## config.mk

```make
export PLATFORM = sky130hd
export DESIGN_NAME = irg_div
export DESIGN_NICKNAME = d
export VERILOG_FILES = /design/src/rtl/irg_pkg.sv /design/src/rtl/irg_div.sv
export SDC_FILE = /design/constraint.sdc
export NUM_CORES = 1
export LEC_CHECK = 0
export BUFFER_PORTS_ARGS = -buffer_cell sky130_fd_sc_hd__buf_2
export CORE_AREA = 2 2 72 74
export CTS_BUF_LIST = sky130_fd_sc_hd__clkbuf_16
export DETAILED_ROUTE_END_ITERATION = 16
export DIE_AREA = 0 0 74 76
export HOLD_SLACK_MARGIN = 0.02
export PLACE_DENSITY_LB_ADDON = 0.05
export SYNTH_ARGS = -nofsm -noshare
export SYNTH_HDL_FRONTEND = slang
export SYNTH_SLANG_ARGS = --single-unit
```

## constraint.sdc

```tcl
create_clock -name clock -period 5.15 [get_ports clock]
set_clock_uncertainty 0.05 [all_clocks]
set_input_delay 0.515 -clock clock [delete_from_list [all_inputs] [get_ports clock]]
set_output_delay 0.515 -clock clock [all_outputs]
set_load 0.01 [all_outputs]
```

## src/rtl/irg_pkg.sv

```systemverilog
// ----------------------------------------------------------------------------
// irg_pkg: shared types and constants of the radius graph edge generator
// Field widths, register indexes, item kinds, unit operand structs and the
// disk half-width helper.
// ----------------------------------------------------------------------------
`default_nettype none

package irg_pkg;

   // field widths
   localparam int CFG_W      = 9;
   localparam int LEV_W      = 8;
   localparam int IDX_W      = 16;
   localparam int PIX_W      = 8;
   localparam int WEIGHT_W   = 16;
   localparam int REQ_DATA_W = IDX_W + PIX_W;
   localparam int RSP_DATA_W = IDX_W + IDX_W + WEIGHT_W;

   // register indexes
   localparam int CSR_IDX_W = 2;
   localparam logic [CSR_IDX_W-1:0] CSR_ROWS   = 2'd0;
   localparam logic [CSR_IDX_W-1:0] CSR_COLS   = 2'd1;
   localparam logic [CSR_IDX_W-1:0] CSR_LEVELS = 2'd2;

   // request kinds on tuser
   localparam logic ACT_LOAD   = 1'b0;
   localparam logic ACT_EXPAND = 1'b1;

   // defaults of the top level parameters
   localparam int DEF_RADIUS   = 3;
   localparam int DEF_MAX_SIDE = 256;
   localparam int MAX_RADIUS   = 4;

   // squared distance, sqrt and divider operand widths
   localparam int S_W       = 5;               // dy^2+dx^2 <= 16
   localparam int X2_W      = 20;              // levels^2 * s
   localparam int SQ_FRAC_W = 26;              // (2^13)^2 scale
   localparam int SQ_IN_W   = X2_W + SQ_FRAC_W;
   localparam int SQ_OUT_W  = SQ_IN_W / 2;
   localparam int DIV_NUM_W = 24;
   localparam int DIV_DEN_W = 10;

   typedef struct packed {
      logic                 start;
      logic [DIV_NUM_W-1:0] dividend;
      logic [DIV_DEN_W-1:0] divisor;
   } div_req_type;

   typedef struct packed {
      logic                 done;
      logic [DIV_NUM_W-1:0] quotient;
      logic [DIV_DEN_W-1:0] remainder;
   } div_rsp_type;

   typedef struct packed {
      logic               start;
      logic [SQ_IN_W-1:0] radicand;
   } sqrt_req_type;

   typedef struct packed {
      logic                done;
      logic [SQ_OUT_W-1:0] root;
   } sqrt_rsp_type;

   // largest |dx| with dx^2 + ady^2 <= r^2
   function automatic int disk_half(input int r, input int ady);
      int w;
      w = 0;
      for (int k = 0; k <= MAX_RADIUS; k++) begin
         if (k * k + ady * ady <= r * r) begin
            w = k;
         end
      end
      return w;
   endfunction

endpackage

`default_nettype wire

```

## src/rtl/irg_div.sv

```systemverilog
// ----------------------------------------------------------------------------
// irg_div: iterative restoring divider
// One quotient bit per cycle; done pulses in the cycle after the last step.
// ----------------------------------------------------------------------------
`default_nettype none

module irg_div (
   input  wire                  clock,
   input  wire                  reset,
   input  irg_pkg::div_req_type div_req,
   output irg_pkg::div_rsp_type div_rsp
);

   localparam int NUM_W = irg_pkg::DIV_NUM_W;
   localparam int DEN_W = irg_pkg::DIV_DEN_W;
   localparam int CNT_W = $clog2(NUM_W);

   logic             busy_ff, busy_in;
   logic             done_ff, done_in;
   logic [CNT_W-1:0] cnt_ff, cnt_in;
   logic [NUM_W-1:0] quo_ff, quo_in;
   logic [DEN_W-1:0] rem_ff, rem_in;
   logic [DEN_W-1:0] den_ff, den_in;
   logic [DEN_W:0]   part;

   always_comb begin
      busy_in = busy_ff;
      done_in = 1'b0;
      cnt_in  = cnt_ff;
      quo_in  = quo_ff;
      rem_in  = rem_ff;
      den_in  = den_ff;
      part    = {rem_ff, quo_ff[NUM_W-1]};
      if (div_req.start) begin
         busy_in = 1'b1;
         cnt_in  = '0;
         quo_in  = div_req.dividend;
         rem_in  = '0;
         den_in  = div_req.divisor;
      end else if (busy_ff) begin
         if (part >= {1'b0, den_ff}) begin
            rem_in = DEN_W'(part - {1'b0, den_ff});
            quo_in = {quo_ff[NUM_W-2:0], 1'b1};
         end else begin
            rem_in = part[DEN_W-1:0];
            quo_in = {quo_ff[NUM_W-2:0], 1'b0};
         end
         cnt_in = cnt_ff + 1'b1;
         if (cnt_ff == CNT_W'(NUM_W - 1)) begin
            busy_in = 1'b0;
            done_in = 1'b1;
         end
      end
   end

   always_ff @(posedge clock) begin
      if (reset) begin
         busy_ff <= 1'b0;
         done_ff <= 1'b0;
      end else begin
         busy_ff <= busy_in;
         done_ff <= done_in;
      end
   end

   always_ff @(posedge clock) begin
      cnt_ff <= cnt_in;
      quo_ff <= quo_in;
      rem_ff <= rem_in;
      den_ff <= den_in;
   end

   always_comb begin
      div_rsp.done      = done_ff;
      div_rsp.quotient  = quo_ff;
      div_rsp.remainder = rem_ff;
   end

endmodule

`default_nettype wire

```

==> impl_metrics.yaml <==
critical_path:
  max_stage_delay_ns: 0.81
  crit_type: "register to register"
  start_kind: "register"
  crit_required_ns: 5.27
  end_kind: "register"
  r2r_slack_ns: 2.39
  path_common_cell: "a21oi_1"
  worst-path-max-fanout: 16
  slowest_stage: "o21ai_1"
  crit_arrival_ns: 2.89
  path_cells: "ha_1 -> a21oi_1 -> a21oi_1 -> o21ai_1 -> a2111oi_0 -> a311o_1"
  worst-r2r-cell-count: 6
placed_design:
  place.port_buffers: 71
  dp.cells: 348
  hpwl_mm: 3.40
  routabilityCongestion: 0.809
pwr:
  powerDensity_nw_per_um2: 323
  peakVddDrop_uv: 209
  power.leakage_nw: 1.31
yosys:
  ys_ff_latch: 51
  synth_area_leaders: "edfxtp_1, dfxtp_1, mux2_2, ha_1, nor2_1"
  synthFlopType: "edfxtp_1"
  synth_cell_type_count: 50
  syn_inst: 218
  yosysTopAreaCellShare: 0.397
  syn-cell-area_um2: 2570
  synth_edf_count: 34
  ys_warn_count: 0
  synth_nets: 267
  synth_top_area_cell: "edfxtp_1"
  yosysSeqAreaShare: 0.530
  async_flop_share: 0
  synth_area_per_cell_um2: 11.8
detailed_routing:
  num_vias: 1855
  drc: 0
  vias_per_cell: 5.21
  initialDrtViolationCount: 87
  drtAntennaViolNets: 0
  wl_per_cell_um: 13.6
  drt-total-wl_mm: 4.85
  firstDrtPassIters: 4
timing:
  tightest_slew_ns: 1.01
  grt_setup_unrepaired: "no"
  clock.fmax_ghz: 0.362
  fin_worst_hold_slack_ns: 0.347
  setup_tns_ns: 0
  fin_crit_sh: 0.537
  slew_viol_final: 0
  hold_violations: 0
  fin_crit_ns: 2.76
  slew_headroom: 0.323
  setup_violations: 0
floorplanning:
  start_util: 0.523
  coreArea_um2: 4910
  ioPinCount: 72
  die_w_um: 74
  rows: 26
  die_area_um2: 5620
  chipHeight_um: 76
grt:
  grt_pass1_wl_mm: 8.03
  grt_pass1_vias: 1798
  grt_overflow: 0
  grt_max_degree: 54
  grt_usage: 0.182
  antenna_found_initial: 0
cts:
  cts_tree: "yes"
  cts_setup_buffers: 0
  ctsResizeCount: 0
  root_buffer: "clkbuf_16"
  clk_path_buf_depth: 2
  cts_sinks: 51
  htreeDepth: 2
  cts_inserted_buffers: 5
  cts.reportedPaths.clkPinSlew_ns: 0.07
  insertion_delay_ns: 0.28
  cts_hold_buf: 0
worst_hold_path:
  hold_depth: 2
  min_path_type: "input pin to register"
run:
  drv_cap: 0
run_status:
  status: "complete, no violations"
layout:
  area_growth_syn_to_layout_pct: 20.5
  fin_util: 0.630
  instances_no_fill: 356
  nNetsFinal: 334
  antenna_cells: 0
  drive_above_1_share: 0.385
-- final cells by class --
| type | instances | area, µm² |
|---|---|---|
| timing repair buffer | 72 | 363 |
| clock buffer | 5 | 125 |
| tap | 70 | 87.6 |
| clock inverter | 3 | 20.0 |
| fill | 413 | 1820 |
| multi-input combinational | 140 | 1080 |
| sequential | 51 | 1360 |
| inverter | 15 | 56.3 |
-- cells in the mapped netlist (2+ instances only) --
library cell / number
a21o_2: 3
edfxtp_1: 34
a211oi_1: 2
ha_1: 11
nand2_1: 7
a311o_1: 2
nand4_1: 5
a21boi_0: 2
nor2b_1: 3
a21oi_1: 10
nand2b_1: 2
o21a_1: 2
a31oi_1: 2
mux2i_1: 2
clkbuf_1: 8
xor2_1: 6
a311oi_1: 4
nor2_1: 18
dfxtp_1: 17
nor3_1: 2
mux2_2: 23
nand3_1: 7
nor3b_1: 2
o21ai_0: 2
inv_1: 15
xnor2_1: 3
-- power breakdown --
part / internal, mW / switching (mW) / leakage, nW / total (mW)
Clock: 0.180 / 0.142 / 0.0701 / 0.322
Combinational: 0.0841 / 0.0916 / 0.764 / 0.176
Sequential: 0.478 / 0.0234 / 0.479 / 0.501
Total: 0.741 / 0.257 / 1.31 / 0.998
-- kinds of logic (layout without fill, tap and decap cells) --
group / Yosys count / count (layout) / share of synthesized area
muxes: 25 / 25 / 0.109
AOI/OAI and AO/OA: 42 / 42 / 0.119
and+or+nand+nor: 52 / 52 / 0.102
xor gates and xnor gates: 9 / 9 / 0.0307
DFF: 51 / 51 / 0.530
adders and majority gates: 12 / 12 / 0.0614
buffers and inverters: 27 / 95 / 0.0487
-- final timing paths --
kind         startpoint   endpoint
min               reset    busy_ff
max           rem_ff[1]  rem_ff[4]
max reg2reg   rem_ff[1]  rem_ff[4]
min reg2reg   rem_ff[5]  rem_ff[5]
-- metal layers --
| metal | up-vias | global-route usage | share of wire |
|---|---|---|---|
| met5 | - | 0 | 0 |
| met4 | 0 | 0.0582 | 0.015 |
| met3 | 8 | 0.0423 | 0.045 |
| met2 | 41 | 0.282 | 0.47 |
| met1 | 868 | 0.252 | 0.47 |
| li1 | 938 | - | - |
-- flip-flops by register name, summed over array words and instances (netlist names) --
name / count
busy_ff: 1
cnt_ff: 5
den_ff: 10
done_ff: 1
quo_ff: 24
rem_ff: 10
-- metrics by stage --
step | area [µm²] | total power, mW | worst slack (ns)
after floorplan | 2570 | 0.627 | 3.04
after global placement | 2950 | 0.686 | 2.54
after detailed placement | 2950 | 0.686 | 2.44
after CTS | 3100 | 1.01 | 2.42
after global routing | 3100 | 1.05 | 2.15
final | 3100 | 0.998 | 2.39
-- cell usage in the layout (no fill, tap or decap), types with 3 or more instances in the layout --
cell type,synthesis,final
xor2_1,6,6
nor2b_1,3,3
buf_2,1,71
clkbuf_16,0,5
xnor2_1,3,3
a21oi_1,10,10
ha_1,11,11
nand4_1,5,5
inv_1,15,15
dfxtp_1,17,17
nand2_1,7,7
a21o_2,3,3
nand3_1,7,7
mux2_2,23,23
a311oi_1,4,4
edfxtp_1,34,34
nor2_1,18,18
-- critical path: cells and delay by family (launching register included) --
family | cells | cell delay, ns
adder cells (fa/ha/maj) | 1 | 0.38
flip-flops | 1 | 0.35
AO/OA/AOI/OAI | 5 | 1.87
Power figures use the tool's default switching activity.
