## config.mk

```make
export PLATFORM = sky130hd
export DESIGN_NAME = irg_sqrt
export DESIGN_NICKNAME = d
export VERILOG_FILES = /design/src/rtl/irg_pkg.sv /design/src/rtl/irg_sqrt.sv
export SDC_FILE = /design/constraint.sdc
export NUM_CORES = 1
export LEC_CHECK = 0
export BUFFER_PORTS_ARGS = -buffer_cell sky130_fd_sc_hd__buf_2
export CORE_MARGIN = 5
export CORE_UTILIZATION = 40
export CTS_BUF_LIST = sky130_fd_sc_hd__clkbuf_2
export CTS_CLUSTER_SIZE = 8
export DETAILED_ROUTE_END_ITERATION = 6
export GPL_TIMING_DRIVEN = 1
export HOLD_SLACK_MARGIN = 0.03
export PLACE_DENSITY = 0.64
export SYNTH_ARGS = -nofsm -noshare
export SYNTH_HDL_FRONTEND = slang
export SYNTH_SLANG_ARGS = --single-unit
```

## constraint.sdc

```tcl
create_clock -name clock -period 8.9 [get_ports clock]
set_input_delay 2.225 -clock clock [delete_from_list [all_inputs] [get_ports clock]]
set_output_delay 2.225 -clock clock [all_outputs]
set_load 0.02 [all_outputs]
```

## src/rtl/irg_pkg.sv

```systemverilog
// ----------------------------------------------------------------------------
// irg_pkg: shared types and constants of the radius graph edge generator
// Field widths, register indexes, item kinds, unit operand structs and the
// disk half-width helper.
// ----------------------------------------------------------------------------
`default_nettype none

package irg_pkg;

   // field widths
   localparam int CFG_W      = 9;
   localparam int LEV_W      = 8;
   localparam int IDX_W      = 16;
   localparam int PIX_W      = 8;
   localparam int WEIGHT_W   = 16;
   localparam int REQ_DATA_W = IDX_W + PIX_W;
   localparam int RSP_DATA_W = IDX_W + IDX_W + WEIGHT_W;

   // register indexes
   localparam int CSR_IDX_W = 2;
   localparam logic [CSR_IDX_W-1:0] CSR_ROWS   = 2'd0;
   localparam logic [CSR_IDX_W-1:0] CSR_COLS   = 2'd1;
   localparam logic [CSR_IDX_W-1:0] CSR_LEVELS = 2'd2;

   // request kinds on tuser
   localparam logic ACT_LOAD   = 1'b0;
   localparam logic ACT_EXPAND = 1'b1;

   // defaults of the top level parameters
   localparam int DEF_RADIUS   = 3;
   localparam int DEF_MAX_SIDE = 256;
   localparam int MAX_RADIUS   = 4;

   // squared distance, sqrt and divider operand widths
   localparam int S_W       = 5;               // dy^2+dx^2 <= 16
   localparam int X2_W      = 20;              // levels^2 * s
   localparam int SQ_FRAC_W = 26;              // (2^13)^2 scale
   localparam int SQ_IN_W   = X2_W + SQ_FRAC_W;
   localparam int SQ_OUT_W  = SQ_IN_W / 2;
   localparam int DIV_NUM_W = 24;
   localparam int DIV_DEN_W = 10;

   typedef struct packed {
      logic                 start;
      logic [DIV_NUM_W-1:0] dividend;
      logic [DIV_DEN_W-1:0] divisor;
   } div_req_type;

   typedef struct packed {
      logic                 done;
      logic [DIV_NUM_W-1:0] quotient;
      logic [DIV_DEN_W-1:0] remainder;
   } div_rsp_type;

   typedef struct packed {
      logic               start;
      logic [SQ_IN_W-1:0] radicand;
   } sqrt_req_type;

   typedef struct packed {
      logic                done;
      logic [SQ_OUT_W-1:0] root;
   } sqrt_rsp_type;

   // largest |dx| with dx^2 + ady^2 <= r^2
   function automatic int disk_half(input int r, input int ady);
      int w;
      w = 0;
      for (int k = 0; k <= MAX_RADIUS; k++) begin
         if (k * k + ady * ady <= r * r) begin
            w = k;
         end
      end
      return w;
   endfunction

endpackage

`default_nettype wire

```

## src/rtl/irg_sqrt.sv

```systemverilog
// ----------------------------------------------------------------------------
// irg_sqrt: digit-by-digit integer square root
// One root bit per cycle, floor of the square root; done pulses after it.
// ----------------------------------------------------------------------------
`default_nettype none

module irg_sqrt (
   input  wire                   clock,
   input  wire                   reset,
   input  irg_pkg::sqrt_req_type sq_req,
   output irg_pkg::sqrt_rsp_type sq_rsp
);

   localparam int IN_W  = irg_pkg::SQ_IN_W;
   localparam int OUT_W = irg_pkg::SQ_OUT_W;
   localparam int REM_W = OUT_W + 3;
   localparam int PRE_W = REM_W + 2;
   localparam int CNT_W = $clog2(OUT_W);

   logic             busy_ff, busy_in;
   logic             done_ff, done_in;
   logic [CNT_W-1:0] cnt_ff, cnt_in;
   logic [IN_W-1:0]  rad_ff, rad_in;
   logic [OUT_W-1:0] root_ff, root_in;
   logic [REM_W-1:0] rem_ff, rem_in;
   logic [PRE_W-1:0] pre, trial;

   always_comb begin
      busy_in = busy_ff;
      done_in = 1'b0;
      cnt_in  = cnt_ff;
      rad_in  = rad_ff;
      root_in = root_ff;
      rem_in  = rem_ff;
      pre     = {rem_ff, rad_ff[IN_W-1:IN_W-2]};
      trial   = PRE_W'({root_ff, 2'b01});
      if (sq_req.start) begin
         busy_in = 1'b1;
         cnt_in  = '0;
         rad_in  = sq_req.radicand;
         root_in = '0;
         rem_in  = '0;
      end else if (busy_ff) begin
         if (pre >= trial) begin
            rem_in  = REM_W'(pre - trial);
            root_in = {root_ff[OUT_W-2:0], 1'b1};
         end else begin
            rem_in  = REM_W'(pre);
            root_in = {root_ff[OUT_W-2:0], 1'b0};
         end
         rad_in = {rad_ff[IN_W-3:0], 2'b00};
         cnt_in = cnt_ff + 1'b1;
         if (cnt_ff == CNT_W'(OUT_W - 1)) begin
            busy_in = 1'b0;
            done_in = 1'b1;
         end
      end
   end

   always_ff @(posedge clock) begin
      if (reset) begin
         busy_ff <= 1'b0;
         done_ff <= 1'b0;
      end else begin
         busy_ff <= busy_in;
         done_ff <= done_in;
      end
   end

   always_ff @(posedge clock) begin
      cnt_ff  <= cnt_in;
      rad_ff  <= rad_in;
      root_ff <= root_in;
      rem_ff  <= rem_in;
   end

   always_comb begin
      sq_rsp.done = done_ff;
      sq_rsp.root = root_ff;
   end

endmodule

`default_nettype wire

```

==> results of run 1 <==
## cells in the mapped netlist (all sizes together) (16+ instances only)
master	number	share of area, %
dfxtp	56	21
o21ai	19	1.8
ha	27	6.3
a211oi	18	2.5
a21oi	22	2.1
inv	31	2.2
nor2	57	4.0
mux2	45	9.4
edfxtp	46	26
nand2	20	1.4
clkbuf	16	1.1
mux2i	40	7.4
## per-layer routing
layer	wire length [um]	vias up	part of all wire [%]	GRT usage, %
li1	-	1957	-	-
met1	4900	1765	45	17.3
met2	5010	83	47	22.2
met3	588	21	5.5	4.15
met4	265	2	2.5	5.99
met5	7	-	0.065	0
## registers in the layout (all words and copies together), names as in the netlist
name	flops
rad_ff	46
rem_ff	26
cnt_ff	5
busy_ff	1
done_ff	1
root_ff	23
## layout make-up
type                       instances  area, um2
inverter                          31        116
clock inverter                     4       50.0
clock buffer                      11       55.1
multi-input combinational        349       2640
sequential                       102       2500
timing repair buffer              74        378
fill                            1276       7230
tap                              176        220
## kinds of logic after synthesis
group / count (synthesis) / share of synthesized area (%)
AO/OA/AOI/OAI: 101 / 12.7
XOR/XNOR: 26 / 4.24
adder cells (fa/ha/maj): 27 / 6.28
buffers and inverters: 55 / 4.33
flip-flops: 102 / 46.5
multiplexers: 85 / 16.9
AND/OR/NAND/NOR: 110 / 9.08
## worst max-delay path: stages, from the launching register on
cell and delay [ns]:
sky130_fd_sc_hd__dfxtp_1 0.44, sky130_fd_sc_hd__inv_1 0.07, sky130_fd_sc_hd__ha_1 0.38, sky130_fd_sc_hd__o21ai_0 0.20, sky130_fd_sc_hd__a21oi_1 0.06, sky130_fd_sc_hd__a2111oi_0 0.35
sky130_fd_sc_hd__o21ai_0 0.18, sky130_fd_sc_hd__a221o_1 0.37, sky130_fd_sc_hd__a31oi_1 0.21, sky130_fd_sc_hd__o21a_2 0.72, sky130_fd_sc_hd__mux2_2 0.42, sky130_fd_sc_hd__a211oi_1 0.22
## where the power goes
group / switching (mW) / internal (mW)
registers: 0.0448 / 0.561
clock network: 0.150 / 0.0652
logic: 0.519 / 0.444
total: 0.714 / 1.07
## worst max path at each step
stage                      end  slack [ns]
detailed placement  rem_ff[23]        4.86
floorplan            rad_ff[0]        4.80
finish               rem_ff[1]        5.21
global route         rem_ff[1]        4.93
global placement    rem_ff[23]        4.92
CTS                  rem_ff[1]        5.17
## cells in the final DEF (no fill, tap or decap), types with 10 or more instances in the layout
cell	count
sky130_fd_sc_hd__ha_1	27
sky130_fd_sc_hd__edfxtp_1	46
sky130_fd_sc_hd__a211oi_1	18
sky130_fd_sc_hd__a21oi_1	21
sky130_fd_sc_hd__nand2_1	20
sky130_fd_sc_hd__xor2_1	12
sky130_fd_sc_hd__mux2i_1	40
sky130_fd_sc_hd__a21o_1	10
sky130_fd_sc_hd__xnor2_1	14
sky130_fd_sc_hd__dfxtp_1	55
sky130_fd_sc_hd__o21ai_0	15
sky130_fd_sc_hd__buf_2	71
sky130_fd_sc_hd__clkbuf_2	11
sky130_fd_sc_hd__inv_1	30
sky130_fd_sc_hd__mux2_2	45
sky130_fd_sc_hd__nor2_1	57
==> summary.log, run 1 <==
qor: clock_tree.worstSkewPairLatency 0.58 ns
qor: clock_tree.cts_htree_levels 3
qor: placed_design.dp_hpwl 7630 um
qor: grt.grt_max_degree 93
qor: grt.global_route_wire_length_before_repair 18200 um
qor: synth.synth_edf_count 46
qor: pwr.power_density 299 mW/mm2
qor: cells_and_area.finish.cell_count_without_fillers 747
qor: min_path.hold_path_end rem_ff[18]
qor: min_path.min-delay-start rem_ff[18]
qor: cells_and_area.layout.core_utilization 45.2%
qor: clock_tree.cts_tree done
qor: pwr.p_leak 2.44 nW
qor: clock_tree.cts.sink_count 102
qor: setup_path.start_point_of_the_critical_path root_ff[12]
qor: pwr.finalPower 1.78 mW
qor: synth.synth.yosys.seq_area_share 46.5%
qor: die.design.portCount 73
qor: synth.avgSynthCellArea 10.6 um2
qor: min_path.hp-class register to register
qor: die.rows 42
qor: placed_design.gp_congestion 0.867
qor: setup_path.critical_path_class register to register
qor: placed_design.number_of_placed_instances_taps_included 732
qor: cells_and_area.insertedDiodeCount 0
qor: synth.async_reset_ff_share 0%
qor: clock_tree.ctsLongestPathBuffers 2
qor: die.die_h 126 um
qor: drt.average_detailed_routed_wire_length_per_instance 14.4 um
qor: placed_design.port_buffers 72
qor: synth.synth.net_count 582
qor: setup_path.crit-reg2reg-capture rem_ff[1]
qor: sta.minimum_clock_period 3.69 ns
qor: sta.max_freq 271 MHz
qor: flow_run.timing.max_cap.violations 0
qor: synth.mappedNetlistArea 0.00538 mm2
qor: drt.detail_route.drc_violations 0
qor: sta.grt_setup_unrepaired false
qor: sta.final_hold_viol_count 0
qor: setup_path.cp.required 9.42 ns
qor: setup_path.crit-reg2reg-launch root_ff[12]
qor: drt.detailedRoute.firstIterationViolations 202
qor: pwr.worst_ir_drop_vdd 0.208 mV
qor: drt.vias_per_cell 5.12
qor: clock_tree.cts_resized 0
qor: sta.max_slew_margin 29.9%
qor: die.die_width 126 um
qor: min_path.holdPathStages 2
qor: cells_and_area.area_delta_synth_final 10.9%
qor: synth.yosys_most_used_dff sky130_fd_sc_hd__dfxtp_1
qor: placed_design.dp_slack 4.86 ns
qor: sta.final_total_negative_setup_slack 0 ns
qor: sta.post-route-worst-setup-slack 5.21 ns
qor: clock_tree.cts-buffers-inserted 9
qor: sta.worst_pin_slew 1.05 ns
qor: grt.grt_usage 13.8%
qor: die.fp.dieArea 0.0159 mm2
qor: clock_tree.cts-root-buf sky130_fd_sc_hd__clkbuf_2
qor: clock_tree.postCtsSetupBuffers 0
qor: setup_path.cp_max_fo 29
qor: cells_and_area.drive_gt1_share 24.0%
qor: setup_path.start_kind register
qor: sta.final.period_utilization 41.4%
qor: setup_path.cp-end-kind register
qor: setup_path.cp_data_arrival_time 4.20 ns
qor: grt.antenna_found_initial 1
qor: run_status.status finished clean
qor: die.initial_core_util 40.8%
qor: cells_and_area.nets 643
qor: grt.grt-ovfl-total 0
qor: synth.syn-instance-count 506
qor: setup_path.timing.reg2reg.worst_path_depth 11
qor: synth.yosys.cell_types.count 46
qor: sta.slew_violations 0
qor: sta.finalSetupViolations 0
qor: clock_tree.clk_pin_slew_worst_paths 0.25 ns
qor: setup_path.rrSetupSlack 5.21 ns
qor: drt.detailroute.via_count 3828
qor: sta.finClkSkew 0.0154 ns
qor: synth.synthesis.yosys.warnings 0
qor: sta.hold-worst-slack 0.511 ns
qor: cells_and_area.post_route_cell_area 0.00596 mm2
qor: synth.synth_seq_cells 102
qor: die.core_area 0.0132 mm2
qor: drt.wirelength 10800 um
qor: placed_design.placement.cell_area 0.00586 mm2
qor: drt.ant_nets 0
qor: clock_tree.cts_hold_buffers_added 0
qor: grt.first_global_vias 3857
qor: drt.drt-pass1-iter-count 4
Note: power is estimated with default switching activity, not from simulation.
==> run 2, diff against run 1 <==
- PLACE_DENSITY: 0.64 -> 0.66
- clock period: 8.9 -> 3.19 ns (I/O delays scaled with it)
==> run 2 against run 1 <==
Sequential share of layout area fell by 0.35 points; largest cell class unchanged; fmax rose by 26%; global-route usage rose by 0.29 points; register-to-register slack got worse by 5.0 ns; non-clock buffer count rose by 7.
==> summary.log, run 2 (same netlist as run 1, synthesis figures left out) <==
qor: setup_path.start_kind register
qor: die.fp.dieArea 0.0159 mm2 [unchanged]
qor: cells_and_area.most-common-layout-cells sky130_fd_sc_hd__buf_2 (71), sky130_fd_sc_hd__nor2_1 (57), sky130_fd_sc_hd__dfxtp_1 (53)
qor: drt.average_detailed_routed_wire_length_per_instance 14.3 um [-0.81%]
qor: drt.drt-pass1-iter-count 4 [unchanged]
qor: clock_tree.clk_pin_slew_worst_paths 0.30 ns [+0.05 ns]
qor: die.die_width 126 um [unchanged]
qor: sta.final_total_negative_setup_slack 0 ns [unchanged]
qor: clock_tree.cts_htree_levels 3 [unchanged]
qor: grt.grt_usage 14.1% [+0.29 points]
qor: setup_path.path_cells inv_1 -> ha_1 -> nor2b_1 -> o31a_1 -> o21ai_1 -> a21oi_2 -> a221o_1 -> a31oi_1 -> o21a_2 -> buf_4 -> mux2i_1 -> a211oi_1
qor: setup_path.critical-path-max-stage-delay 0.44 ns [-0.28 ns]
qor: cells_and_area.reg.largest.list rad_ff x46, rem_ff x26, root_ff x23
qor: die.design.portCount 73 [unchanged]
qor: sta.finClkSkew 0.0599 ns [+0.0445 ns]
qor: setup_path.cp-end-kind register
qor: sta.grt_setup_unrepaired false
qor: sta.post-route-worst-setup-slack 0.251 ns [-4.96 ns]
qor: clock_tree.cts_resized 0 [unchanged]
qor: sta.final.period_utilization 92.1% [+51 points]
qor: min_path.hp-class input port to register
qor: die.initial_core_util 40.8% [unchanged]
qor: sta.worst_pin_slew 0.571 ns [-0.480 ns]
qor: cells_and_area.finish.cell_count_without_fillers 756 [+1.2%]
qor: sta.hold-worst-slack 0.259 ns [-0.252 ns]
qor: grt.antenna_found_initial 2 [+1]
qor: sta.max_freq 340 MHz [+26%]
qor: setup_path.critical_path_class register to register
qor: clock_tree.postCtsSetupBuffers 0 [unchanged]
qor: clock_tree.cts-buffers-inserted 9 [unchanged]
qor: setup_path.critical_path.slowest_cell sky130_fd_sc_hd__dfxtp_4
qor: cells_and_area.max_flop_register rad_ff
qor: pwr.worst_ir_drop_vdd 0.523 mV [+150%]
qor: drt.ant_nets 0 [unchanged]
qor: placed_design.port_buffers 72 [unchanged]
qor: die.rows 42 [unchanged]
qor: setup_path.cp_data_arrival_time 3.43 ns [-0.77 ns]
qor: clock_tree.cts_tree done
qor: die.die_h 126 um [unchanged]
qor: clock_tree.cts_hold_buffers_added 0 [unchanged]
qor: clock_tree.ctsLongestPathBuffers 2 [unchanged]
qor: setup_path.rrSetupSlack 0.25 ns [-4.96 ns]
qor: drt.detailroute.via_count 3924 [+2.5%]
qor: cells_and_area.nets 650 [+1.1%]
qor: drt.wirelength 10800 um [+0.39%]
qor: grt.grt-ovfl-total 0 [unchanged]
qor: cells_and_area.final_common_cell sky130_fd_sc_hd__buf_2
qor: clock_tree.cts.sink_count 102 [unchanged]
qor: cells_and_area.layout.core_utilization 45.7% [+0.47 points]
qor: grt.grt_max_degree 47 [-49%]
qor: grt.global_route_wire_length_before_repair 18600 um [+2.0%]
qor: placed_design.dp_hpwl 7910 um [+3.7%]
qor: setup_path.critical-path-top-delay-family compound AO/OA/AOI/OAI gates
qor: pwr.power_density 834 mW/mm2 [+180%]
qor: grt.first_global_vias 4115 [+6.7%]
qor: placed_design.number_of_placed_instances_taps_included 739 [+0.96%]
qor: placed_design.dp_slack 0.272 ns [-4.58 ns]
qor: clock_tree.worstSkewPairLatency 0.65 ns [+0.07 ns]
qor: setup_path.cp_max_fo 12 [-59%]
qor: cells_and_area.area_delta_synth_final 12.1%
qor: drt.detailedRoute.firstIterationViolations 186 [-7.9%]
qor: drt.detail_route.drc_violations 0 [unchanged]
qor: placed_design.gp_congestion 0.857 [-1.2%]
qor: sta.finalSetupViolations 0 [unchanged]
qor: die.core_area 0.0132 mm2 [unchanged]
qor: clock_tree.cts-root-buf sky130_fd_sc_hd__clkbuf_2
qor: sta.minimum_clock_period 2.94 ns [-0.750 ns]
qor: run_status.status finished clean
qor: flow_run.timing.max_cap.violations 0 [unchanged]
qor: pwr.p_leak 2.47 nW [+1.3%]
qor: cells_and_area.drive_gt1_share 25.4% [+1.4 points]
qor: drt.vias_per_cell 5.19 [+1.3%]
qor: cells_and_area.largest_register_ff_count 46 [unchanged]
qor: sta.max_slew_margin 62.0% [+32 points]
qor: sta.final_hold_viol_count 0 [unchanged]
qor: setup_path.critPathBufInv 2 [+1]
qor: sta.slew_violations 0 [unchanged]
qor: setup_path.cp.required 3.68 ns [-5.74 ns]
==> run 2: cell count changes in the layout (fill, tap and decap cells not counted), moves of 2 or more <==
cell,previous run,this run
sky130_fd_sc_hd__inv_8,0,2
sky130_fd_sc_hd__dfxtp_1,55,53
sky130_fd_sc_hd__clkbuf_2,11,9
sky130_fd_sc_hd__inv_6,0,3
sky130_fd_sc_hd__buf_4,3,10
==> run 2: path summary, 6_finish.rpt <==
path / cells after the start / end / from
worst max-delay path: 12 / rem_ff[11] / root_ff[0]
worst min-delay path: 2 / busy_ff / reset
worst max register to register: 12 / rem_ff[11] / root_ff[0]
worst min register to register: 2 / rem_ff[9] / rem_ff[9]
==> run 2: stage by stage <==
step,cell area (um2),power (mW)
finish,6030,5.03
global route,6020,5.45
CTS,6020,5.05
detailed placement,5910,4.42
global placement,5910,4.38
floorplan,5380,3.98
==> run 2: cell type report <==
cell class | instances | area [um2]
diodes | 1 | 2.50
flip-flops and latches | 102 | 2510
inverters | 31 | 116
well taps | 176 | 220
clock buffers | 9 | 45.0
multi-input cells | 349 | 2640
repair buffers | 81 | 430
clock inverters | 7 | 61.3
fillers | 1255 | 7160
==> run 2: where the power goes <==
group	internal (mW)	switching (mW)
clock network	0.121	0.485
logic	1.30	1.43
registers	1.57	0.124
total	2.98	2.04
==> run 2: per-layer routing <==
layer | global-route usage [%] | vias to the layer above | routed length [um]
met1 | 15.9 | 1822 | 4650
li1 | - | 1978 | -
met5 | 0 | - | 13
met2 | 23.5 | 93 | 5030
met3 | 7.07 | 29 | 861
met4 | 4.61 | 2 | 259
